`src/hdl/cdw_pkg.sv`:
```
// Package: shared widths, register codes and types of the chunk DMA window core.
`timescale 1ns / 1ps
`default_nettype none

package cdw_pkg;

	localparam int ITER_W    = 16;
	localparam int IDX_W     = 17;  // first chunk plus iteration
	localparam int CNT_W     = 16;
	localparam int LINES_W   = 17;
	localparam int LEN_W     = 32;
	localparam int OFF_W     = 32;
	localparam int OVL_W     = 12;
	localparam int LP_W      = 33;  // line length before rounding
	localparam int CFG_W     = 48;
	localparam int CFG_IDX_W = 3;

	// radix-2 restoring divider: dividend padded to a whole number of stages
	localparam int DIV_N_W   = 18;
	localparam int DIV_STEPS = 6;

	localparam logic [31:0]      GRID_RESET = 32'h0001_0001;
	localparam logic [OFF_W-1:0] OFF_MAX    = 32'h7FFF_FFFF;
	localparam logic [OFF_W-1:0] OFF_MIN    = 32'h8000_0000;

	typedef enum logic [CFG_IDX_W-1:0] {
		REG_GRID    = 3'd0,
		REG_FIRST   = 3'd1,
		REG_TILE    = 3'd2,
		REG_EDGE    = 3'd3,
		REG_STRIDE  = 3'd4,
		REG_OVERLAP = 3'd5,
		REG_MODE    = 3'd6
	} cfg_reg_t;

	typedef struct packed {
		logic [IDX_W-1:0] quo;
		logic [CNT_W-1:0] rem;
	} div_res_t;

endpackage

`default_nettype wire

```
`src/hdl/cdw_div.sv`:
```
// Three-stage pipelined restoring divider: chunk index into row and column index.
`timescale 1ns / 1ps
`default_nettype none

module cdw_div (
	input  logic                        clk,
	input  logic                        arst_n,
	input  logic                        in_valid,
	output logic                        in_ready,
	input  logic [cdw_pkg::IDX_W-1:0]   dividend,
	input  logic [cdw_pkg::CNT_W-1:0]   divisor,
	output logic                        out_valid,
	input  logic                        out_ready,
	output cdw_pkg::div_res_t           res
);
	import cdw_pkg::*;

	typedef struct packed {
		logic [CNT_W-1:0]   rem;
		logic [DIV_N_W-1:0] nq;  // dividend bits shifting out, quotient bits shifting in
	} div_state_t;

	function automatic div_state_t div_steps(input div_state_t st, input logic [CNT_W-1:0] d);
		div_state_t       r;
		logic [CNT_W:0]   t;
		logic             ge;
		r = st;
		for (int i = 0; i < DIV_STEPS; i++) begin
			t    = {r.rem, r.nq[DIV_N_W-1]};
			ge   = (t >= {1'b0, d});
			r.nq = {r.nq[DIV_N_W-2:0], ge};
			if (ge) begin
				r.rem = CNT_W'(t - {1'b0, d});
			end else begin
				r.rem = t[CNT_W-1:0];
			end
		end
		return r;
	endfunction

	div_state_t st_in;
	div_state_t st_s1, st_s2, st_s3;
	logic       v_s1, v_s2, v_s3;
	logic       en1, en2, en3;

	assign st_in.rem = '0;
	assign st_in.nq  = DIV_N_W'(dividend);

	// a stage moves when it is empty or its successor moves
	assign en3      = !v_s3 || out_ready;
	assign en2      = !v_s2 || en3;
	assign en1      = !v_s1 || en2;
	assign in_ready = en1;

	always_ff @(posedge clk or negedge arst_n) begin
		if (!arst_n) begin
			v_s1 <= 1'b0;
			v_s2 <= 1'b0;
			v_s3 <= 1'b0;
		end else begin
			if (en1) v_s1 <= in_valid;
			if (en2) v_s2 <= v_s1;
			if (en3) v_s3 <= v_s2;
		end
	end

	always_ff @(posedge clk) begin
		if (en1) st_s1 <= div_steps(st_in, divisor);
		if (en2) st_s2 <= div_steps(st_s1, divisor);
		if (en3) st_s3 <= div_steps(st_s2, divisor);
	end

	assign out_valid = v_s3;
	assign res.quo   = st_s3.nq[IDX_W-1:0];
	assign res.rem   = st_s3.rem;

endmodule

`default_nettype wire

```
`config.mk`:
```
export PLATFORM = sky130hd
export DESIGN_NAME = cdw_div
export DESIGN_NICKNAME = d
export VERILOG_FILES = /design/src/hdl/cdw_pkg.sv /design/src/hdl/cdw_div.sv
export SDC_FILE = /design/constraint.sdc
export NUM_CORES = 1
export LEC_CHECK = 0
export ABC_AREA = 1
export BUFFER_PORTS_ARGS = -buffer_cell sky130_fd_sc_hd__buf_2
export CELL_PAD_IN_SITES_DETAIL_PLACEMENT = 0
export CELL_PAD_IN_SITES_GLOBAL_PLACEMENT = 1
export CORE_MARGIN = 4
export CORE_UTILIZATION = 39
export DETAILED_ROUTE_END_ITERATION = 8
export GPL_ROUTABILITY_DRIVEN = 0
export PLACE_DENSITY = 0.77
export SYNTH_ARGS = -nofsm -noshare
export SYNTH_HDL_FRONTEND = slang
export SYNTH_SLANG_ARGS = --single-unit
export TNS_END_PERCENT = 50
```
`constraint.sdc`:
```
create_clock -name clk -period 22.1 [get_ports clk]
set_input_delay 3.315 -clock clk [delete_from_list [all_inputs] [get_ports clk]]
set_output_delay 3.315 -clock clk [all_outputs]
set_load 0.01 [all_outputs]
```
==> impl_results.md <==
- MaxCap Viol Count: 0
- Crit Path Max Fanout: 26
- Via density: 5.37
- Final Hold Fails: 0
- Wire per inst: 17.1 µm
- Setup ws final: about 4.4 ns
- Num rows: 80
- Yosys top cell area share: 0.181
- Synth cell types: 58
- Deepest clock path buffer count: 2
- Final HPWL DP: 47100 µm
- Worst-skew pair later-pin latency: approximately 0.40 ns
- Setup violators final: 0
- Number of synthesized flops with an enable pin: roughly 100
- Area taken by multi-input logic gates: 0.0143 mm²
- Final-report max-slew violation count: 0
- N_diodes: 0
- Initial Util: 0.395
- Fin util: 0.422
- P&R area growth vs syn: 6.98%
- DRC viols: 0
- H-tree depth: 3
- GR Layer Usage met1: 0.288
- CTS Sinks: 102
- Placed cell area: between 0.015 and 0.02 mm²
- CTS tree: done
- Relative slew slack: 0.388
- Worst path buffer plus inverter count: 8
- Worst setup SP type: primary input
- Syn Area/Cell: 6.62 µm²
- Via count: 19000
- Number of fill cells: ~5100
- Most common cell in the synthesized netlist: nand2_1
- Kind of critical path: primary input to flip-flop
- Primary FF master, synth: edfxtp_1
- Hold buffer count at cts: 0
- Sequential area share after synthesis: 0.161
- Worst Tran Pin Value: between 0.9 and 1 ns
- Hold Crit Class: flip-flop to flip-flop
- Ys Warns: 0
- Setup bufs post-CTS: 0
- Most frequent CP cell: nand2_1
- Design area: slightly above 0.02 mm²
- Delay-heaviest family, CP: compound AO/OA/AOI/OAI gates
- Post-synth ARST share: 0.0294
- Area contributors post-synth: ha_1 18%, nand2_1 17%, edfxtp_1 16%
- Cells after synthesis: between 2000 and 3000
- Port Buffers: just over 70
- Largest net degree at the start of global routing: 36
- Crit-path slowest cell: nand4_1
- Final Skew: between 0.02 and 0.03 ns
- CTS Buf Count: 9
- Area of the core: between 0.04 and 0.05 mm²
- Final WL: 60600 µm
- Area leader, netlist: ha_1
- Initial drt markers: around 1300
- Mapped Area: approximately 0.019 mm²
- GR peak layer: met2
- Post-cts sizing count: 0
- IO Count: 72
- Setup_tns: 0 ns
- Gr ovfl total: 0
- GRT Total Usage: 0.225
- RSZ-0062 raised after global routing: no
- Die area: 0.0520 mm²
- Pre-CTS setup slack: 4.06 ns
- Register area: approximately 0.003 mm²
- Grt met3 use: 0.0202
- Root buffer cell: clkbuf_16
- Grt met2 use: 0.396
- Max frequency: roughly 57 MHz
- Outcome: complete, no violations
- Final Cycle Share: 0.800
- Share of layout cells above drive strength 1: 0.0678
- Post-route ant nets: 0
- Drt first pass iters: 8
- Worst-path clk slew: 0.09 ns
- Flops & latches, synth: 102
- Crit path time final: 17.69 ns
- Vias in the first global route: 18100
- Initial antenna violation count: 0
- CP Data Arrival Time: between 15 and 20 ns
- Die Span X: between 200 and 250 µm
- Synth top cells by count: 854 x nand2_1, 310 x inv_1, 273 x ha_1
- WP data required: 22.23 ns
- Max incr delay on CP: between 0.4 and 0.5 ns
- CP Capture Type: flip-flop
- Nets: 3244
- Chip Height: around 230 µm
- Wire length of the first global-routing pass: approximately 95000 µm
==> worst paths after layout <==
path	start	endpoint	cells past startpoint	slack [ns]
setup / recovery	divisor[1]	st_s2[26]	72	4.41
hold / removal	st_s2[3]	res[25]	0	0.39
setup reg to reg	st_s1[28]	st_s2[26]	69	7.98
hold reg to reg	st_s2[3]	res[25]	0	0.39
max in group asynchronous	arst_n	v_s2	1	19.28
min in group asynchronous	arst_n	v_s1	1	2.71
==> layer usage <==
| metal | wire [µm] | up-vias |
|---|---|---|
| met5 | 0 | - |
| met1 | 27200 | 8759 |
| met3 | 2330 | 103 |
| met4 | 2220 | 0 |
| li1 | - | 9746 |
| met2 | 28800 | 398 |
==> per-stage QoR <==
step | std cells | hold slack (ns)
after CTS | 3537 | 0.387
after global placement | 3521 | 0.403
after detailed placement | 3521 | 0.405
after global routing | 3537 | 0.395
after floorplan | 2857 | 0.400
final | 3537 | 0.394
==> flip-flops by register name (all words and copies together) (netlist names) <==
name and count:
v_s1 1, res 33, v_s2 1, st_s2 33, out_valid 1, st_s1 33
==> cell families (layout without fill, tap and decap cells) <==
| logic type | Yosys count | count (layout) | share of synthesized area |
|---|---|---|---|
| AO/OA/AOI/OAI | 558 | 558 | 0.163 |
| XOR/XNOR | 208 | 208 | 0.0965 |
| adder cells (fa/ha/maj) | 290 | 290 | 0.199 |
| buffers and inverters | 370 | 435 | 0.0803 |
| flip-flops | 102 | 102 | 0.161 |
| other | 1 | 7 | 0.000199 |
| AND/OR/NAND/NOR | 1322 | 1322 | 0.300 |
==> final cells by class <==
class,count,area share
clock buffers,9,0.0111
clock inverters,7,0.00322
inverters,325,0.0604
multi-input cells,2385,0.710
flip-flops and latches,102,0.151
well taps,615,0.0381
repair buffers,94,0.0261
==> placed cells by master, fill, tap and decap left out, types with 17 or more instances in the layout <==
cell and count:
a21oi_1 256, nand2_1 852, inv_1 308, xnor2_1 92, o21bai_1 17, o21ai_1 26
nand3_1 165, edfxtp_1 99, nor3_1 25, buf_4 23, nor2_1 155, ha_1 273
fa_1 17, buf_2 71, xor2_1 116, o21ai_0 175, nand4_1 32
Power is not shown: default switching activity piles up to over one toggle a cycle in this logic, so the estimate is an artifact.
